`src/rtl/kwl_pkg.sv`:
```
// ----------------------------------------------------------------------------
// kwl_pkg: shared definitions of the keyword token lexer
// Token and error codes, scanner state codes, character constants, the
// keyword table and the character class helpers.
// ----------------------------------------------------------------------------
package kwl_pkg;

	// Default widths of the counters and of the token fields
	localparam int DEF_LINE_BITS     = 16;
	localparam int DEF_POSITION_BITS = 20;
	localparam int DEF_LENGTH_BITS   = 8;

	// Fixed field widths
	localparam int TYPE_W  = 6;
	localparam int CHAR_W  = 8;
	localparam int ERR_W   = 3;
	localparam int STATE_W = 3;

	// Identifier buffer and keyword table
	localparam int WORD_MAX = 9;
	localparam int WORD_W   = WORD_MAX * CHAR_W;
	localparam int KW_COUNT = 21;

	// Result queue depth (power of two)
	localparam int FIFO_DEPTH = 4;

	// Scanner states
	localparam logic [STATE_W-1:0] S_START   = 3'd0;
	localparam logic [STATE_W-1:0] S_ID      = 3'd1;
	localparam logic [STATE_W-1:0] S_NUM     = 3'd2;
	localparam logic [STATE_W-1:0] S_ASSIGN  = 3'd3;
	localparam logic [STATE_W-1:0] S_COMMENT = 3'd4;
	localparam logic [STATE_W-1:0] S_RANGE   = 3'd5;
	localparam logic [STATE_W-1:0] S_CHAR    = 3'd6;
	localparam logic [STATE_W-1:0] S_CHARV   = 3'd7;

	// Token types
	localparam logic [TYPE_W-1:0] T_EOF      = 6'd0;
	localparam logic [TYPE_W-1:0] T_ERR      = 6'd1;
	localparam logic [TYPE_W-1:0] T_KW_FIRST = 6'd2;
	localparam logic [TYPE_W-1:0] T_ID       = 6'd23;
	localparam logic [TYPE_W-1:0] T_NUM      = 6'd24;
	localparam logic [TYPE_W-1:0] T_CHARC    = 6'd25;
	localparam logic [TYPE_W-1:0] T_PLUS     = 6'd26;
	localparam logic [TYPE_W-1:0] T_MINUS    = 6'd27;
	localparam logic [TYPE_W-1:0] T_TIMES    = 6'd28;
	localparam logic [TYPE_W-1:0] T_OVER     = 6'd29;
	localparam logic [TYPE_W-1:0] T_EQ       = 6'd30;
	localparam logic [TYPE_W-1:0] T_LT       = 6'd31;
	localparam logic [TYPE_W-1:0] T_LPAREN   = 6'd32;
	localparam logic [TYPE_W-1:0] T_RPAREN   = 6'd33;
	localparam logic [TYPE_W-1:0] T_LBRACK   = 6'd34;
	localparam logic [TYPE_W-1:0] T_RBRACK   = 6'd35;
	localparam logic [TYPE_W-1:0] T_SEMI     = 6'd36;
	localparam logic [TYPE_W-1:0] T_COMMA    = 6'd37;
	localparam logic [TYPE_W-1:0] T_ASSIGN   = 6'd38;
	localparam logic [TYPE_W-1:0] T_COLON    = 6'd39;
	localparam logic [TYPE_W-1:0] T_DOT      = 6'd40;
	localparam logic [TYPE_W-1:0] T_RANGE    = 6'd41;

	// Error kinds
	localparam logic [ERR_W-1:0] E_NONE         = 3'd0;
	localparam logic [ERR_W-1:0] E_OPEN_COMMENT = 3'd1;
	localparam logic [ERR_W-1:0] E_OPEN_CHAR    = 3'd2;
	localparam logic [ERR_W-1:0] E_NOT_SINGLE   = 3'd3;
	localparam logic [ERR_W-1:0] E_INVALID_CHAR = 3'd4;
	localparam logic [ERR_W-1:0] E_ILLEGAL      = 3'd5;

	// Characters with a role of their own
	localparam logic [CHAR_W-1:0] CH_NUL    = 8'h00;
	localparam logic [CHAR_W-1:0] CH_NL     = 8'h0A;
	localparam logic [CHAR_W-1:0] CH_LBRACE = 8'h7B;
	localparam logic [CHAR_W-1:0] CH_RBRACE = 8'h7D;
	localparam logic [CHAR_W-1:0] CH_COLON  = 8'h3A;
	localparam logic [CHAR_W-1:0] CH_EQ     = 8'h3D;
	localparam logic [CHAR_W-1:0] CH_DOT    = 8'h2E;
	localparam logic [CHAR_W-1:0] CH_QUOTE  = 8'h27;

	// Keywords, right aligned with zero fill: the buffer shifts bytes in
	// from the low end, so a word of n bytes lines up with its literal.
	localparam logic [WORD_W-1:0] KW_TEXT [KW_COUNT] = '{
		"program", "type", "var", "procedure", "begin", "end", "array",
		"of", "record", "if", "then", "else", "fi", "while", "do", "endwh",
		"read", "write", "return", "integer", "char"
	};

	function automatic logic is_alpha(input logic [CHAR_W-1:0] c);
		return (c >= "a" && c <= "z") || (c >= "A" && c <= "Z");
	endfunction

	function automatic logic is_digit(input logic [CHAR_W-1:0] c);
		return c >= "0" && c <= "9";
	endfunction

	function automatic logic is_alnum(input logic [CHAR_W-1:0] c);
		return is_alpha(c) || is_digit(c);
	endfunction

	function automatic logic is_space(input logic [CHAR_W-1:0] c);
		return c == " " || (c >= 8'd9 && c <= 8'd13);
	endfunction

	// One-character operators; anything else is an illegal byte
	function automatic logic [TYPE_W-1:0] single_op(input logic [CHAR_W-1:0] c);
		logic [TYPE_W-1:0] t;
		unique case (c)
			"+":     t = T_PLUS;
			"-":     t = T_MINUS;
			"*":     t = T_TIMES;
			"/":     t = T_OVER;
			"=":     t = T_EQ;
			"<":     t = T_LT;
			"(":     t = T_LPAREN;
			")":     t = T_RPAREN;
			"[":     t = T_LBRACK;
			"]":     t = T_RBRACK;
			";":     t = T_SEMI;
			",":     t = T_COMMA;
			default: t = T_ERR;
		endcase
		return t;
	endfunction

endpackage

```
`src/rtl/kwl_byte_if.sv`:
```
// ----------------------------------------------------------------------------
// kwl_byte_if: source byte channel
// Valid/ready channel carrying one source byte per item.
// ----------------------------------------------------------------------------
interface kwl_byte_if;
	logic       valid;
	logic       ready;
	logic [7:0] ch;

	modport source (output valid, output ch, input ready);
	modport sink (input valid, input ch, output ready);
endinterface

```
`src/rtl/kwl_token_if.sv`:
```
// ----------------------------------------------------------------------------
// kwl_token_if: token channel
// Valid/ready channel carrying one token item with its position fields.
// ----------------------------------------------------------------------------
interface kwl_token_if
	import kwl_pkg::*;
#(
	parameter int LINE_BITS     = DEF_LINE_BITS,
	parameter int POSITION_BITS = DEF_POSITION_BITS,
	parameter int LENGTH_BITS   = DEF_LENGTH_BITS
);
	logic                     valid;
	logic                     ready;
	logic [TYPE_W-1:0]        token_type;
	logic [LINE_BITS-1:0]     token_line;
	logic [POSITION_BITS-1:0] token_start;
	logic [LENGTH_BITS-1:0]   token_length;
	logic [CHAR_W-1:0]        char_value;
	logic [ERR_W-1:0]         error_kind;
	logic                     last;

	modport source (
		output valid, output token_type, output token_line, output token_start,
		output token_length, output char_value, output error_kind, output last,
		input ready
	);
	modport sink (
		input valid, input token_type, input token_line, input token_start,
		input token_length, input char_value, input error_kind, input last,
		output ready
	);
endinterface

```
`src/rtl/kwl_keyword.sv`:
```
// ----------------------------------------------------------------------------
// kwl_keyword: keyword lookup
// Compares the identifier buffer against the fixed keyword table and gives
// the keyword's token type, or the identifier type when nothing matches.
// ----------------------------------------------------------------------------
module kwl_keyword
	import kwl_pkg::*;
#(
	parameter int LENGTH_BITS = DEF_LENGTH_BITS
) (
	input  logic [WORD_W-1:0]      word,
	input  logic                   overflow,
	input  logic [LENGTH_BITS-1:0] length,
	output logic [TYPE_W-1:0]      kind
);

	// Match every table entry in parallel; entries are distinct
	always_comb begin
		kind = T_ID;
		for (int k = 0; k < KW_COUNT; k++) begin
			if (!overflow && length <= LENGTH_BITS'(WORD_MAX) && word == KW_TEXT[k]) begin
				kind = T_KW_FIRST + TYPE_W'(k);
			end
		end
	end

endmodule

```
`src/rtl/kwl_scan.sv`:
```
// ----------------------------------------------------------------------------
// kwl_scan: input register and lexer state machine
// Holds one byte in the input register, runs the token state machine on it
// and produces up to two token items per byte for the result queue.
// ----------------------------------------------------------------------------
module kwl_scan
	import kwl_pkg::*;
#(
	parameter int LINE_BITS     = DEF_LINE_BITS,
	parameter int POSITION_BITS = DEF_POSITION_BITS,
	parameter int LENGTH_BITS   = DEF_LENGTH_BITS,
	parameter int TOK_W         = TYPE_W + LINE_BITS + POSITION_BITS + LENGTH_BITS
	                              + CHAR_W + ERR_W + 1
) (
	input  logic             clk,
	input  logic             arst_n,
	kwl_byte_if.sink         src,
	input  logic             room,
	output logic [1:0]       push_count,
	output logic [TOK_W-1:0] push_tok0,
	output logic [TOK_W-1:0] push_tok1
);

	logic                     v_s1;
	logic [CHAR_W-1:0]        ch_s1;
	logic                     step_en;

	logic [STATE_W-1:0]       state_q;
	logic [WORD_W-1:0]        word_q;
	logic                     ovf_q;
	logic [LENGTH_BITS-1:0]   len_q;
	logic [LINE_BITS-1:0]     line_q;
	logic [LINE_BITS-1:0]     sline_q;
	logic [POSITION_BITS-1:0] pos_q;
	logic [POSITION_BITS-1:0] spos_q;
	logic [CHAR_W-1:0]        held_q;

	logic [STATE_W-1:0]       st_n;
	logic [WORD_W-1:0]        word_n;
	logic                     ovf_n;
	logic [LENGTH_BITS-1:0]   len_n;
	logic [LINE_BITS-1:0]     sline_n;
	logic [POSITION_BITS-1:0] spos_n;
	logic [CHAR_W-1:0]        held_n;

	logic                     redo;
	logic                     a_v;
	logic [TYPE_W-1:0]        a_type;
	logic [LENGTH_BITS-1:0]   a_len;
	logic [CHAR_W-1:0]        a_cv;
	logic [ERR_W-1:0]         a_err;
	logic                     b_v;
	logic [TYPE_W-1:0]        b_type;
	logic [LENGTH_BITS-1:0]   b_len;
	logic [ERR_W-1:0]         b_err;
	logic [TYPE_W-1:0]        kw_kind;
	logic [TOK_W-1:0]         tok_a;
	logic [TOK_W-1:0]         tok_b;

	function automatic logic [LENGTH_BITS-1:0] sat_inc(input logic [LENGTH_BITS-1:0] x);
		return (x == '1) ? x : x + 1'b1;
	endfunction

	// Input register: take a byte when none is held or the held one moves on
	assign src.ready = !v_s1 || room;
	assign step_en   = v_s1 && room;

	always_ff @(posedge clk or negedge arst_n) begin
		if (!arst_n) begin
			v_s1 <= 1'b0;
		end else if (src.valid && src.ready) begin
			v_s1 <= 1'b1;
		end else if (step_en) begin
			v_s1 <= 1'b0;
		end
	end

	always_ff @(posedge clk) begin
		if (src.valid && src.ready) begin
			ch_s1 <= src.ch;
		end
	end

	kwl_keyword #(
		.LENGTH_BITS (LENGTH_BITS)
	) u_keyword (
		.word     (word_q),
		.overflow (ovf_q),
		.length   (len_q),
		.kind     (kw_kind)
	);

	// Token state machine: finish the open token, then rescan from start
	always_comb begin
		st_n    = state_q;
		word_n  = word_q;
		ovf_n   = ovf_q;
		len_n   = len_q;
		sline_n = sline_q;
		spos_n  = spos_q;
		held_n  = held_q;
		redo    = (state_q == S_START);
		a_v     = 1'b0;
		a_type  = T_ID;
		a_cv    = '0;
		a_err   = E_NONE;

		unique case (state_q)
			S_ID: begin
				if (is_alnum(ch_s1)) begin
					if (len_n < LENGTH_BITS'(WORD_MAX)) begin
						word_n = {word_n[WORD_W-CHAR_W-1:0], ch_s1};
					end else begin
						ovf_n = 1'b1;
					end
					len_n = sat_inc(len_n);
				end else begin
					a_v    = 1'b1;
					a_type = kw_kind;
					redo   = 1'b1;
				end
			end
			S_NUM: begin
				if (is_digit(ch_s1)) begin
					len_n = sat_inc(len_n);
				end else begin
					a_v    = 1'b1;
					a_type = T_NUM;
					redo   = 1'b1;
				end
			end
			S_ASSIGN: begin
				a_v = 1'b1;
				if (ch_s1 == CH_EQ) begin
					len_n  = sat_inc(len_n);
					a_type = T_ASSIGN;
				end else begin
					a_type = T_COLON;
					redo   = 1'b1;
				end
			end
			S_RANGE: begin
				a_v = 1'b1;
				if (ch_s1 == CH_DOT) begin
					len_n  = sat_inc(len_n);
					a_type = T_RANGE;
				end else begin
					a_type = T_DOT;
					redo   = 1'b1;
				end
			end
			S_COMMENT: begin
				if (ch_s1 == CH_NUL) begin
					a_v    = 1'b1;
					a_type = T_ERR;
					a_err  = E_OPEN_COMMENT;
					redo   = 1'b1;
				end else if (ch_s1 == CH_RBRACE) begin
					st_n = S_START;
				end else begin
					len_n = sat_inc(len_n);
				end
			end
			S_CHAR: begin
				if (ch_s1 == CH_NUL) begin
					a_v    = 1'b1;
					a_type = T_ERR;
					a_err  = E_OPEN_CHAR;
					redo   = 1'b1;
				end else begin
					len_n = sat_inc(len_n);
					if (ch_s1 == CH_NL) begin
						a_v    = 1'b1;
						a_type = T_ERR;
						a_err  = E_OPEN_CHAR;
					end else if (is_alnum(ch_s1)) begin
						held_n = ch_s1;
						st_n   = S_CHARV;
					end else begin
						a_v    = 1'b1;
						a_type = T_ERR;
						a_err  = E_INVALID_CHAR;
					end
				end
			end
			S_CHARV: begin
				a_v = 1'b1;
				if (ch_s1 == CH_QUOTE) begin
					len_n  = sat_inc(len_n);
					a_type = T_CHARC;
					a_cv   = held_q;
				end else begin
					a_type = T_ERR;
					a_err  = E_NOT_SINGLE;
					redo   = 1'b1;
				end
			end
			default: begin
				// start state: all work is in the rescan below
			end
		endcase

		if (a_v) begin
			st_n = S_START;
		end
		a_len = len_n;

		// Rescan from the start state
		b_v    = 1'b0;
		b_type = T_EOF;
		b_len  = '0;
		b_err  = E_NONE;
		if (redo && !is_space(ch_s1)) begin
			sline_n = line_q;
			spos_n  = pos_q;
			len_n   = '0;
			ovf_n   = 1'b0;
			word_n  = '0;
			held_n  = '0;
			st_n    = S_START;
			if (ch_s1 == CH_NUL) begin
				b_v = 1'b1;
			end else if (is_alpha(ch_s1)) begin
				word_n = {{(WORD_W-CHAR_W){1'b0}}, ch_s1};
				len_n  = LENGTH_BITS'(1);
				st_n   = S_ID;
			end else begin
				len_n = LENGTH_BITS'(1);
				priority if (is_digit(ch_s1)) begin
					st_n = S_NUM;
				end else if (ch_s1 == CH_COLON) begin
					st_n = S_ASSIGN;
				end else if (ch_s1 == CH_LBRACE) begin
					st_n = S_COMMENT;
				end else if (ch_s1 == CH_DOT) begin
					st_n = S_RANGE;
				end else if (ch_s1 == CH_QUOTE) begin
					st_n = S_CHAR;
				end else begin
					b_v    = 1'b1;
					b_type = single_op(ch_s1);
					b_len  = len_n;
					b_err  = (b_type == T_ERR) ? E_ILLEGAL : E_NONE;
				end
			end
		end
	end

	// Pack the items; the second token of a byte always comes from the rescan
	assign tok_a = {a_type, sline_q, spos_q, a_len, a_cv, a_err, !b_v};
	assign tok_b = {b_type, sline_n, spos_n, b_len, {CHAR_W{1'b0}}, b_err, 1'b1};

	assign push_tok0  = a_v ? tok_a : tok_b;
	assign push_tok1  = tok_b;
	assign push_count = step_en ? (2'(a_v) + 2'(b_v)) : 2'd0;

	// State registers: advance once per processed byte
	always_ff @(posedge clk or negedge arst_n) begin
		if (!arst_n) begin
			state_q <= S_START;
			word_q  <= '0;
			ovf_q   <= 1'b0;
			len_q   <= '0;
			line_q  <= LINE_BITS'(1);
			sline_q <= LINE_BITS'(1);
			pos_q   <= '0;
			spos_q  <= '0;
			held_q  <= '0;
		end else if (step_en) begin
			state_q <= st_n;
			word_q  <= word_n;
			ovf_q   <= ovf_n;
			len_q   <= len_n;
			sline_q <= sline_n;
			spos_q  <= spos_n;
			held_q  <= held_n;
			if (ch_s1 == CH_NL && line_q != '1) begin
				line_q <= line_q + 1'b1;
			end
			if (pos_q != '1) begin
				pos_q <= pos_q + 1'b1;
			end
		end
	end

endmodule

```
`src/rtl/kwl_token_fifo.sv`:
```
// ----------------------------------------------------------------------------
// kwl_token_fifo: result queue
// Small queue that takes up to two token items per cycle and, if read, hands
// out one per cycle; it signals room while two free entries are guaranteed.
// ----------------------------------------------------------------------------
module kwl_token_fifo
	import kwl_pkg::*;
#(
	parameter int WIDTH = 64
) (
	input  logic             clk,
	input  logic             arst_n,
	input  logic [1:0]       push_count,
	input  logic [WIDTH-1:0] push_tok0,
	input  logic [WIDTH-1:0] push_tok1,
	output logic             room,
	output logic             out_valid,
	input  logic             out_ready,
	output logic [WIDTH-1:0] out_tok
);

	localparam int PTR_W = $clog2(FIFO_DEPTH);
	localparam int CNT_W = PTR_W + 1;

	logic [WIDTH-1:0] entry_q [FIFO_DEPTH];
	logic [PTR_W-1:0] head_q;
	logic [PTR_W-1:0] tail_q;
	logic [CNT_W-1:0] count_q;
	logic             pop;

	assign room      = count_q <= CNT_W'(FIFO_DEPTH - 2);
	assign out_valid = count_q != '0;
	assign out_tok   = entry_q[head_q];
	assign pop       = out_valid && out_ready;

	// Write the new items at the tail, in order
	always_ff @(posedge clk) begin
		if (push_count != 2'd0) begin
			entry_q[tail_q] <= push_tok0;
		end
		if (push_count == 2'd2) begin
			entry_q[tail_q + 1'b1] <= push_tok1;
		end
	end

	// Advance pointers and occupancy
	always_ff @(posedge clk or negedge arst_n) begin
		if (!arst_n) begin
			head_q  <= '0;
			tail_q  <= '0;
			count_q <= '0;
		end else begin
			tail_q  <= tail_q + PTR_W'(push_count);
			head_q  <= head_q + PTR_W'(pop);
			count_q <= count_q + CNT_W'(push_count) - CNT_W'(pop);
		end
	end

endmodule

```
`src/rtl/keyword_token_lexer.sv`:
```
// ----------------------------------------------------------------------------
// keyword_token_lexer: byte-serial lexer with keyword lookup
// Top level: input register and state machine, followed by a result queue.
// ----------------------------------------------------------------------------
// The lexer takes one source byte per cycle on src (byte 0 ends the input)
// and delivers tokens on tokens, each with its type, first line, start
// position, length, character value and error kind; last marks the final
// token caused by a byte. A byte goes through one input register, the state
// machine and keyword compare act on it combinationally, and its tokens
// enter a four-entry queue whose head drives the output. Input is taken
// every cycle as long as the queue has two free entries; a byte that ends
// one token and starts another gives two tokens, which the queue drains one
// per cycle while the token channel is ready.
// ----------------------------------------------------------------------------
module keyword_token_lexer
	import kwl_pkg::*;
#(
	parameter int LINE_BITS     = DEF_LINE_BITS,
	parameter int POSITION_BITS = DEF_POSITION_BITS,
	parameter int LENGTH_BITS   = DEF_LENGTH_BITS
) (
	input  logic        clk,
	input  logic        arst_n,
	kwl_byte_if.sink    src,
	kwl_token_if.source tokens
);

	localparam int TOK_W = TYPE_W + LINE_BITS + POSITION_BITS + LENGTH_BITS
	                       + CHAR_W + ERR_W + 1;

	logic             room;
	logic [1:0]       push_count;
	logic [TOK_W-1:0] push_tok0;
	logic [TOK_W-1:0] push_tok1;
	logic [TOK_W-1:0] head_tok;

	kwl_scan #(
		.LINE_BITS     (LINE_BITS),
		.POSITION_BITS (POSITION_BITS),
		.LENGTH_BITS   (LENGTH_BITS),
		.TOK_W         (TOK_W)
	) u_scan (
		.clk        (clk),
		.arst_n     (arst_n),
		.src        (src),
		.room       (room),
		.push_count (push_count),
		.push_tok0  (push_tok0),
		.push_tok1  (push_tok1)
	);

	kwl_token_fifo #(
		.WIDTH (TOK_W)
	) u_fifo (
		.clk        (clk),
		.arst_n     (arst_n),
		.push_count (push_count),
		.push_tok0  (push_tok0),
		.push_tok1  (push_tok1),
		.room       (room),
		.out_valid  (tokens.valid),
		.out_ready  (tokens.ready),
		.out_tok    (head_tok)
	);

	// Unpack the queue head onto the token channel
	assign {tokens.token_type, tokens.token_line, tokens.token_start, tokens.token_length,
	        tokens.char_value, tokens.error_kind, tokens.last} = head_tok;

endmodule

```
`src/flat_wrapper.sv`:
```
// flat-port wrapper written by rule: the top's interface ports become plain ports
module keyword_token_lexer_flat import kwl_pkg::*;
#(
	parameter int LINE_BITS     = DEF_LINE_BITS,
	parameter int POSITION_BITS = DEF_POSITION_BITS,
	parameter int LENGTH_BITS   = DEF_LENGTH_BITS
)
  (clk, arst_n, src_valid, src_ch, src_ready, tokens_valid, tokens_token_type, tokens_token_line, tokens_token_start, tokens_token_length, tokens_char_value, tokens_error_kind, tokens_last, tokens_ready);
  kwl_byte_if src_i ();
  kwl_token_if #(.LINE_BITS(LINE_BITS), .POSITION_BITS(POSITION_BITS), .LENGTH_BITS(LENGTH_BITS)) tokens_i ();
  input  logic clk;
  input  logic arst_n;
  input wire logic [$bits(src_i.valid)-1:0] src_valid;
  input wire logic [$bits(src_i.ch)-1:0] src_ch;
  output wire logic [$bits(src_i.ready)-1:0] src_ready;
  output wire logic [$bits(tokens_i.valid)-1:0] tokens_valid;
  output wire logic [$bits(tokens_i.token_type)-1:0] tokens_token_type;
  output wire logic [$bits(tokens_i.token_line)-1:0] tokens_token_line;
  output wire logic [$bits(tokens_i.token_start)-1:0] tokens_token_start;
  output wire logic [$bits(tokens_i.token_length)-1:0] tokens_token_length;
  output wire logic [$bits(tokens_i.char_value)-1:0] tokens_char_value;
  output wire logic [$bits(tokens_i.error_kind)-1:0] tokens_error_kind;
  output wire logic [$bits(tokens_i.last)-1:0] tokens_last;
  input wire logic [$bits(tokens_i.ready)-1:0] tokens_ready;
  assign src_i.valid = src_valid;
  assign src_i.ch = src_ch;
  assign src_ready = src_i.ready;
  assign tokens_valid = tokens_i.valid;
  assign tokens_token_type = tokens_i.token_type;
  assign tokens_token_line = tokens_i.token_line;
  assign tokens_token_start = tokens_i.token_start;
  assign tokens_token_length = tokens_i.token_length;
  assign tokens_char_value = tokens_i.char_value;
  assign tokens_error_kind = tokens_i.error_kind;
  assign tokens_last = tokens_i.last;
  assign tokens_i.ready = tokens_ready;
  keyword_token_lexer #(.LINE_BITS(LINE_BITS), .POSITION_BITS(POSITION_BITS), .LENGTH_BITS(LENGTH_BITS)) u_core (.clk(clk), .arst_n(arst_n), .src(src_i), .tokens(tokens_i));
endmodule
```
`config.mk`:
```
export PLATFORM = sky130hd
export DESIGN_NAME = keyword_token_lexer_flat
export DESIGN_NICKNAME = d
export VERILOG_FILES = /design/src/rtl/kwl_pkg.sv /design/src/rtl/kwl_byte_if.sv /design/src/rtl/kwl_token_if.sv /design/src/rtl/kwl_keyword.sv /design/src/rtl/kwl_scan.sv /design/src/rtl/kwl_token_fifo.sv /design/src/rtl/keyword_token_lexer.sv /design/src/flat_wrapper.sv
export SDC_FILE = /design/constraint.sdc
export NUM_CORES = 1
export LEC_CHECK = 0
export BUFFER_PORTS_ARGS = -buffer_cell sky130_fd_sc_hd__buf_2
export CAP_MARGIN = 20
export CORE_MARGIN = 2
export CORE_UTILIZATION = 35
export CTS_CLUSTER_DIAMETER = 50
export DETAILED_ROUTE_END_ITERATION = 16
export PLACE_DENSITY = 0.57
export SLEW_MARGIN = 20
export SYNTH_ARGS = -nofsm -noshare
export SYNTH_HDL_FRONTEND = slang
export SYNTH_HIERARCHICAL = 1
export SYNTH_SLANG_ARGS = --single-unit
```
`constraint.sdc`:
```
create_clock -name clk -period 10.28 [get_ports clk]
set_input_delay 1.028 -clock clk [delete_from_list [all_inputs] [get_ports clk]]
set_output_delay 1.028 -clock clk [all_outputs]
set_load 0.02 [all_outputs]
```
# Word level (Yosys, flattened, before mapping)
# Memory sizes are Yosys's and may differ from the RTL's.
# Cells that the tools add are included.
# Widths: inputs -> output; s select.
[totals] reg_bits=180 latch_bits=0 ramBits=248 mem_bits_ro=0 in_bits=12 out_inout_bits=64 mem_count=1
[memory_table] name="u_core.u_fifo.entry_q" words=4 width=62 read_ports=1 rd_ports_with_merged_regs=0 wr=2 line_no="kwl_token_fifo.sv:25" text="logic [WIDTH-1:0] entry_q [FIFO_DEPTH];"
[classes] n_addsub=9 multipliers=0 div=0 order_cmp=11 eq_ne=60 shifts=0 muxes=146 n_bitwise=0 n_reduce_logical=57
[ops] operator="$eq 72x31->1 const B" count=5
[ops] operator="$eq 72x39->1 const B" count=5
[ops] operator="$eq 72x15->1 const B" count=4
[ops] operator="$mux 72" count=4
[ops] operator="$mux 8" count=19
[ops] operator="$eq 72x23->1 const B" count=2
[ops] operator="$eq 72x47->1 const B" count=2
[ops] operator="$eq 72x55->1 const B" count=2
[ops] operator="$mux 5" count=26
[ops] operator="$eq 8x6->1 const B" count=14
[ops] operator="$mux 6" count=17
[ops] operator="$mux 3" count=26
[ops] operator="$eq 72x71->1 const B" count=1
[ops] operator="$pmux 6 s12" count=1
[ops] operator="$mux 62" count=1
[ops] operator="$pmux 8 s7" count=1
[ops] operator="$pmux 6 s7" count=1
[ops] operator="$mux 1" count=41
[ops] operator="$eq 8x7->1 const B" count=4
[ops] operator="$logic_and 1x1->1" count=31
[ops] operator="$add 20x1->20 const B" count=1
[ops] operator="$mux 20" count=1
[ops] operator="$ne 20x20->1 const B" count=1
[ops] operator="$ne 4x4->1 const B" count=5
[ops] operator="46 further kinds" count=68

# Logic depth before layout (Yosys ltp)
# Gate-level depths: netlist (run 1).
[depth] depth_word=27 mapped_depth=19

# By module
# The synthesis (run 1) kept the hierarchy.
[modules_own_cells] module="kwl_token_fifo" instances=1 cells_each=641 area_per_inst_um2=12336.8
[modules_own_cells] module="kwl_scan" instances=1 cells_each=1144 area_per_inst_um2=9877.0
[modules_own_cells] module="kwl_keyword" instances=1 cells_each=206 area_per_inst_um2=1431.4

# Worst setup path before layout (run 1)
# OpenSTA, ideal clock, no wires.
[synth_timing] path_kind="flip-flop to flip-flop" startpoint="reg u_core.u_scan.ch_s1[7]" endpoint="mem u_core/u_fifo/entry_q[0][0] (netlist bit) (enable)" t_arrival_ps=7342 required_time_ps=9712 setup_slack_ps=2370 stages_incl_launch_ff=14 n_path_buf=4 period_less_slack_ps=7910 cell_sequence="edfxtp_1 > buf_6 > or4_4 > or3_4 > o21ai_4 > a31o_2 > buf_6 > buf_6 > buf_2 > nor2_1 > ha_1 > and3_1 > o21bai_1 > o21ai_0"
[synth_rtl] item="start: declaration" line_no="kwl_scan.sv:25" text="logic [CHAR_W-1:0] ch_s1;"
[synth_rtl] item="start signal: assignment" line_no="kwl_scan.sv:80" text="ch_s1 <= src.ch;"
[synth_rtl] item="end: declaration" line_no="kwl_token_fifo.sv:25"

==> results of run 1 <==
## critical path, delay by kind of cell, from the launching register on
kind	cells	cell delay (ps)
fa+ha+maj	1	300
flops	1	640
compound gates	3	1360
buf+inv	1	850
simple gates	4	1910
mux	1	420
## per-stage QoR
stage	worst slack [ps]	power (mW)
global route	4104	7.994
finish	4485	7.574
detailed placement	4571	5.696
global placement	4669	5.647
floorplan	2370	4.810
CTS	4541	7.671
## final timing paths
kind,endpoint,slack (ps)
min reg2reg,u_core/u_scan/sline_q[0]$_DFFE_PN1P_,480
min in group clk,u_core/u_scan/sline_q[0]$_DFFE_PN1P_,480
max reg2reg,u_core/u_fifo/entry_q[1][21]$_DFFE_PP_,4480
min,u_core/u_scan/word_q[40]$_DFFE_PN0P_,340
max,u_core/u_fifo/entry_q[1][21]$_DFFE_PP_,4480
max in group asynchronous,u_core/u_fifo/head_q[0]$_DFF_PN0_,7810
## cell usage after synthesis, types with 6 or more instances
cell,instances
a21oi_1,29
a22o_1,6
a31oi_1,11
and2_1,16
and3_1,18
and4_1,7
and4bb_2,7
buf_1,6
buf_2,55
buf_4,21
buf_6,21
clkbuf_1,35
dfrtp_1,170
edfxtp_1,256
ha_1,8
inv_1,20
mux2_2,258
mux2_4,30
mux4_2,62
nand2_1,421
nand2_2,12
nand2b_1,17
nand3_1,40
nand3b_1,7
nand4_1,31
nand4b_1,10
nor2_1,60
nor2b_1,9
nor3_1,24
nor4_1,22
nor4_2,7
nor4bb_1,6
o21ai_0,29
o21ai_1,68
o21ai_2,12
xnor2_1,35
xor2_1,10
## flip-flops by register name, summed over array words and instances, names as in the netlist
register               flops
u_core/u_fifo/entry_q    248
u_core/u_scan/word_q      72
u_core/u_scan/pos_q       20
u_core/u_scan/spos_q      20
u_core/u_scan/line_q      16
u_core/u_scan/sline_q     16
u_core/u_scan/ch_s1        8
u_core/u_scan/held_q       8
u_core/u_scan/len_q        8
u_core/u_fifo/count_q      3
u_core/u_scan/state_q      3
u_core/u_fifo/head_q       2
u_core/u_fifo/tail_q       2
u_core/u_scan/ovf_q        1
u_core/u_scan/v_s1         1
## routing by layer
layer  vias to the layer above  global-route usage
li1                       7391                   -
met1                      7888              0.2334
met2                       284              0.2901
met3                        78             0.02563
met4                         0             0.04330
met5                         -                   0
## logic make-up after synthesis
group                      Yosys count  synth area share
buffers and inverters              163           0.03900
muxes                              353            0.2022
AOI/OAI and AO/OA                  226           0.06440
and+or+nand+nor                    764            0.1649
DFF                                428            0.5072
other                                3         0.0004762
xor gates and xnor gates            45           0.01667
adders and majority gates            9          0.005080
## power by group
| part | internal (mW) | switching, mW | total (mW) |
|---|---|---|---|
| logic | 1.08 | 1.97 | 3.05 |
| registers | 2.28 | 0.305 | 2.58 |
| clock network | 1.17 | 0.772 | 1.94 |
| total | 4.53 | 3.05 | 7.57 |
## area by class of cell
type | instances | area share
sequential | 428 | 0.4540
multi-input combinational | 1415 | 0.4104
clock buffer | 79 | 0.05932
tap | 873 | 0.04133
timing repair buffer | 97 | 0.02083
clock inverter | 24 | 0.01113
inverter | 21 | 0.002983
==> results.sh, run 1 <==
export IMPL_dp_cells=2834
export IMPL_arrival_ps=6150
export IMPL_fin_cells=2937
export IMPL_cp_max_fo=52
export IMPL_design_area_mm2=0.02643
export IMPL_finalSetupViolations=0
export IMPL_async_flop_share=0.4019
export IMPL_cts_root_buffer="clkbuf_16"
export IMPL_n_antenna_cell=0
export IMPL_ys_ff_latch=428
export IMPL_grt_ovfl_total=0
export IMPL_crit_type="reg2reg"
export IMPL_hold_violations=0
export IMPL_grt_max_degree=88
export IMPL_coreArea_mm2=0.06704
export IMPL_maxUsedRoutingLayer="met4"
export IMPL_peakVddDrop_v=0.0002154
export IMPL_routed_wl_um=59980
export IMPL_synth_cell_area_mm2=0.02365
export IMPL_whs_ps=344.1
export IMPL_crit_path_end_kind="flop"
export IMPL_antenna_found_initial=0
export IMPL_drtIter0Drc=1300
export IMPL_first_global_vias=15930
export IMPL_ant_nets=0
export IMPL_synth_ff_type="edfxtp_1"
export IMPL_num_fill_cells=6401
export IMPL_postCtsSetupRepairBufs=0
export IMPL_yosysTopAreaCell="edfxtp_1"
export IMPL_power_leakage_nw=10.30
export IMPL_relSlewSlack=0.2714
export IMPL_post_cts_resized=0
export IMPL_final_nets=2039
export IMPL_io_pins=76
export IMPL_cp_common_cell="nor4b_4"
export IMPL_dr_pass1_iters=7
export IMPL_required_ps=10630
export IMPL_fmaxAchievable_mhz=172.6
export IMPL_syn_avg_cell_area_um2=11.88
export IMPL_numCtsBuffers=55
export IMPL_grt_usage=0.1724
export IMPL_fin_skew_ps=27.22
export IMPL_fin_util=0.3942
export IMPL_fin_setup_tns_ps=0
export IMPL_h_tree_depth=2
export IMPL_clk_latency_ps=630
export IMPL_ys_types=104
export IMPL_critPathMaxStageDelay_ps=850
export IMPL_rsz0062_at_grt="false"
export IMPL_grt_pass1_wl_um=94960
export IMPL_synth_edff_count=256
export IMPL_fin_crit_sh=0.5637
export IMPL_synthesis_instances=1991
export IMPL_multi_input_area_mm2=0.01085
export IMPL_via_count=15640
export IMPL_fp_row_count=95
export IMPL_layout_commonest_cell="nand2_1"
export IMPL_area_growth_syn_to_layout_pct=11.77
export IMPL_drv_slew=0
export IMPL_regArea_mm2=0.01200
export IMPL_worst_setup_path_start_kind="flop"
export IMPL_tightestPinTransition_ps=1093
export IMPL_clk_pin_slew_ps=50
export IMPL_fp_dieW_um=263.9
export IMPL_tritoncts="built"
export IMPL_drc=0
export IMPL_cts_sinks=428
export IMPL_layout_common_cells="nand2_1 (421), mux2_2 (258), edfxtp_1 (256)"
export IMPL_gp_congestion=0.8604
export IMPL_synth_area_top_cells="edfxtp_1 (33%), dfrtp_1 (18%), mux2_2 (12%)"
export IMPL_r2r_start="u_core/u_scan/ch_s1[4]$_DFFE_PP_"
export IMPL_drive_above_1_share=0.2999
export IMPL_portBuffers=75
export IMPL_wl_met3_um=2139
export IMPL_period_minus_slack_ps=5795
export IMPL_reg2reg_depth=10
export IMPL_synth_top_area_frac=0.3251
export IMPL_critPathSlowestCell="buf_4"
export IMPL_dpl_cell_area_mm2=0.02456
export IMPL_vias_per_cell=5.326
export IMPL_maxCapViolCount=0
export IMPL_routedWlPerCell_um=20.42
export IMPL_crit_chain="nor4b_4, a21boi_1, a211oi_2, a31o_4, nor2_1, ha_1, and3_1, nor4b_4, buf_4, mux2_2"
export IMPL_wl_met2_um=29510
export IMPL_ys_seq_area_frac=0.5072
export IMPL_hp_class="in2async"
export IMPL_status="finished, final reports clean"
export IMPL_dp_hpwl_um=36840
export IMPL_ctsHoldBuffers=0
export IMPL_power_density_mw_per_mm2=286.6
export IMPL_clockBufferDepth=3
export IMPL_wl_met1_um=27290
export IMPL_crit_path_start="u_core/u_scan/ch_s1[4]$_DFFE_PP_"
export IMPL_initial_core_util=0.3527
export IMPL_dieHeight_um=263.9
export IMPL_dieArea_mm2=0.06965
export IMPL_ys_warn_count=6
No activity file was read; power rests on OpenSTA's default activity.
==> run 2: changes to the inputs <==
--- a/config.mk
+++ b/config.mk
@@ -5,13 +5,14 @@
 export SDC_FILE = /design/constraint.sdc
 export NUM_CORES = 1
 export LEC_CHECK = 0
+export ABC_AREA = 1
 export BUFFER_PORTS_ARGS = -buffer_cell sky130_fd_sc_hd__buf_2
 export CAP_MARGIN = 20
 export CORE_MARGIN = 2
 export CORE_UTILIZATION = 35
 export CTS_CLUSTER_DIAMETER = 50
 export DETAILED_ROUTE_END_ITERATION = 16
-export PLACE_DENSITY = 0.57
+export PLACE_DENSITY = 0.59
 export SLEW_MARGIN = 20
 export SYNTH_ARGS = -nofsm -noshare
 export SYNTH_HDL_FRONTEND = slang
==> constraint.sdc (replaced) <==
create_clock -name clk -period 5.2 [get_ports clk]
set_input_delay 0.52 -clock clk [delete_from_list [all_inputs] [get_ports clk]]
set_output_delay 0.52 -clock clk [all_outputs]
set_load 0.02 [all_outputs]
==> results.sh, run 2 <==
export IMPL_synth_most_common_cell="nand2_1"
export IMPL_power_frac_comb=0.410
export IMPL_cts_root_buffer="clkbuf_16"
export IMPL_numCtsBuffers=53
export IMPL_clockBufferDepth=3
export IMPL_fin_skew_ps=15.44
export IMPL_critPathMaxStageDelay_ps=960
export IMPL_grt_pass1_wl_um=105800
export IMPL_sequentialPowerShare=0.338
export IMPL_drtIter0Drc=1651
export IMPL_postCtsSetupRepairBufs=0
export IMPL_multi_input_area_mm2=0.01049
export IMPL_synthTopCellsByCount="nand2_1 (924), nor2_1 (364), o21ai_0 (271)"
export IMPL_regArea_mm2=0.01200
export IMPL_ys_seq_area_frac=0.4928
export IMPL_path_delay_family="buffers and inverters"
export IMPL_cp_max_fo=48
export IMPL_synth_top_area_frac=0.3158
export IMPL_ys_warn_count=6
export IMPL_ys_types=55
export IMPL_portBuffers=75
export IMPL_final_nets=3115
export IMPL_peakVddDrop_v=0.0002898
export IMPL_initial_core_util=0.3543
export IMPL_dr_pass1_iters=6
export IMPL_vias_per_cell=4.983
export IMPL_swShare=0.4374
export IMPL_synth_ff_type="edfxtp_1"
export IMPL_drive_above_1_share=0.08224
export IMPL_reg2reg_depth=14
export IMPL_relSlewSlack=0.3009
export IMPL_top_register="u_core/u_fifo/entry_q"
export IMPL_syn_avg_cell_area_um2=7.862
export IMPL_status="finished, final reports clean"
export IMPL_grt_max_degree=125
export IMPL_dpl_cell_area_mm2=0.02527
export IMPL_reg_top3="u_core/u_fifo/entry_q: 248 flops, u_core/u_scan/word_q: 72 flops"
export IMPL_arrival_ps=4870
export IMPL_fmaxAchievable_mhz=226.2
export IMPL_finalSetupViolations=0
export IMPL_grt_usage=0.1856
export IMPL_fp_row_count=96
export IMPL_dp_cells=3970
export IMPL_power_density_mw_per_mm2=530.0
export IMPL_gp_congestion=0.9580
export IMPL_synthesis_instances=3096
export IMPL_synth_edff_count=256
export IMPL_synth_area_top_cells="edfxtp_1 (32%), dfrtp_1 (17%), nand2_1 (14%)"
export IMPL_h_tree_depth=2
export IMPL_ant_nets=0
export IMPL_area_growth_syn_to_layout_pct=10.82
export IMPL_power_mw=14.30
export IMPL_ctsHoldBuffers=0
export IMPL_fin_crit_sh=0.8502
export IMPL_ys_ff_latch=428
export IMPL_routed_wl_um=66330
export IMPL_dp_hpwl_um=41910
export IMPL_critPathSlowestCell="clkinv_2"
export IMPL_n_antenna_cell=0
export IMPL_num_fill_cells=7039
export IMPL_drv_slew=0
export IMPL_maxCapViolCount=0
export IMPL_rsz0062_at_grt="false"
export IMPL_clk_latency_ps=620
export IMPL_routedWlPerCell_um=16.31
export IMPL_yosysTopAreaCell="edfxtp_1"
export IMPL_dieHeight_um=267.7
export IMPL_tightestPinTransition_ps=1049
export IMPL_largest_register_ffs=248
export IMPL_grt_ovfl_total=0
export IMPL_required_ps=5650
export IMPL_io_pins=76
export IMPL_crit_type="reg2reg"
export IMPL_dieArea_mm2=0.07167
export IMPL_layout_common_cells="nand2_1 (918), nor2_1 (364), o21ai_0 (271)"
export IMPL_fin_util=0.3926
export IMPL_period_minus_slack_ps=4421
export IMPL_coreArea_mm2=0.06871
export IMPL_post_cts_resized=0
export IMPL_pwr_share_clk=0.251
export IMPL_setup_slack_ps=778.8
export IMPL_crit_path_end_kind="flop"
export IMPL_hp_class="in2async"
export IMPL_worst_path_buf_inv=3
export IMPL_crit_chain="nor2_4, nand2_1, nand2_1, nand2_2, nand2_2, nand2_2, inv_1, o21ai_0, nand2_2, buf_4, clkinv_2, a21oi_1, nand2_1, o21ai_0"
export IMPL_power_leakage_nw=10.59
export IMPL_worst_setup_path_start_kind="flop"
export IMPL_cts_sinks=428
export IMPL_r2r_end="u_core/u_fifo/entry_q[1][18]$_DFFE_PP_"
export IMPL_async_flop_share=0.4019
export IMPL_hold_violations=0
export IMPL_dpl_worst_slack_ps=1094
export IMPL_fp_dieW_um=267.7
export IMPL_whs_ps=11.71
export IMPL_antenna_found_initial=0
export IMPL_first_global_vias=19070
export IMPL_via_count=20270
export IMPL_clk_pin_slew_ps=60
export IMPL_fin_setup_tns_ps=0
export IMPL_fin_cells=4068
export IMPL_drc=0
export IMPL_design_area_mm2=0.02697
export IMPL_synth_cell_area_mm2=0.02434
export IMPL_tritoncts="built"
export IMPL_cp_common_cell="nand2_2"
export IMPL_intPower_mw=8.043
export IMPL_r2r_setup_slack_ps=780
export IMPL_power_switching_mw=6.252
export IMPL_layout_commonest_cell="nand2_1"
export IMPL_r2r_start="u_core/u_scan/ch_s1[1]$_DFFE_PP_"
==> run 2: cell types whose count changed after synthesis, sizes merged, moves of 64 or more <==
cell and delta:
mux2 -288, nand2 +504, o21ai +413, inv +226
nand3b +64, nor2 +327
==> run 2: how the worst max path moves through the flow <==
stage,from,end,depth (start not counted)
4_1_cts,u_core/u_scan/ch_s1[1]$_DFFE_PP_,u_core/u_fifo/entry_q[1][41]$_DFFE_PP_,17
3_3_place_gp,u_core/u_scan/ch_s1[1]$_DFFE_PP_,u_core/u_fifo/entry_q[1][35]$_DFFE_PP_,16
6_report,u_core/u_scan/ch_s1[1]$_DFFE_PP_,u_core/u_fifo/entry_q[1][18]$_DFFE_PP_,14
5_1_grt,u_core/u_scan/ch_s1[1]$_DFFE_PP_,u_core/u_fifo/entry_q[1][18]$_DFFE_PP_,14
3_5_place_dp,u_core/u_scan/ch_s1[1]$_DFFE_PP_,u_core/u_fifo/entry_q[1][22]$_DFFE_PP_,16
2_1_floorplan,u_core/u_scan/ch_s1[4]$_DFFE_PP_,u_core/u_fifo/entry_q[0][0]$_DFFE_PP_,19
==> run 2: power by group through the flow <==
stage | registers [mW] | logic (mW) | clock network, mW
2_1_floorplan | 4.82 | 4.10 | 0
3_5_place_dp | 4.91 | 5.91 | 0
6_report | 4.84 | 5.87 | 3.59
4_1_cts | 4.84 | 5.93 | 3.69
5_1_grt | 4.91 | 6.53 | 3.80
3_3_place_gp | 4.90 | 5.86 | 0
==> run 2: kinds of logic after synthesis <==
kind of cell    synth area share
compound gates            0.1259
xor+xnor                 0.01295
fa+ha+maj               0.004935
other cells            0.0004626
simple gates              0.2814
buf+inv                  0.08153
flops                     0.4928
==> run 2: cell type report <==
cell class,count,share of cell area
Clock buffer,70,0.05191
Timing Repair Buffer,105,0.02537
Tap cell,931,0.04319
Sequential cell,428,0.4448
Multi-Input combinational cell,2257,0.3890
Inverter,249,0.03479
Clock inverter,28,0.01095
==> run 2: layer usage <==
layer / track usage / vias up / wire length (µm)
li1: - / 10210 / -
met3: 0.02584 / 109 / 3185
met2: 0.3131 / 437 / 31290
met1: 0.2489 / 9517 / 30290
met4: 0.05179 / 0 / 1567
met5: 0 / - / 0
==> run 2: worst reg2reg max path, delay by kind of cell, from the launching register on <==
family                 cells  cell delay [ps]
AOI/OAI and AO/OA          3              950
buffers and inverters      3             1780
DFF                        1              570
and+or+nand+nor            8              990
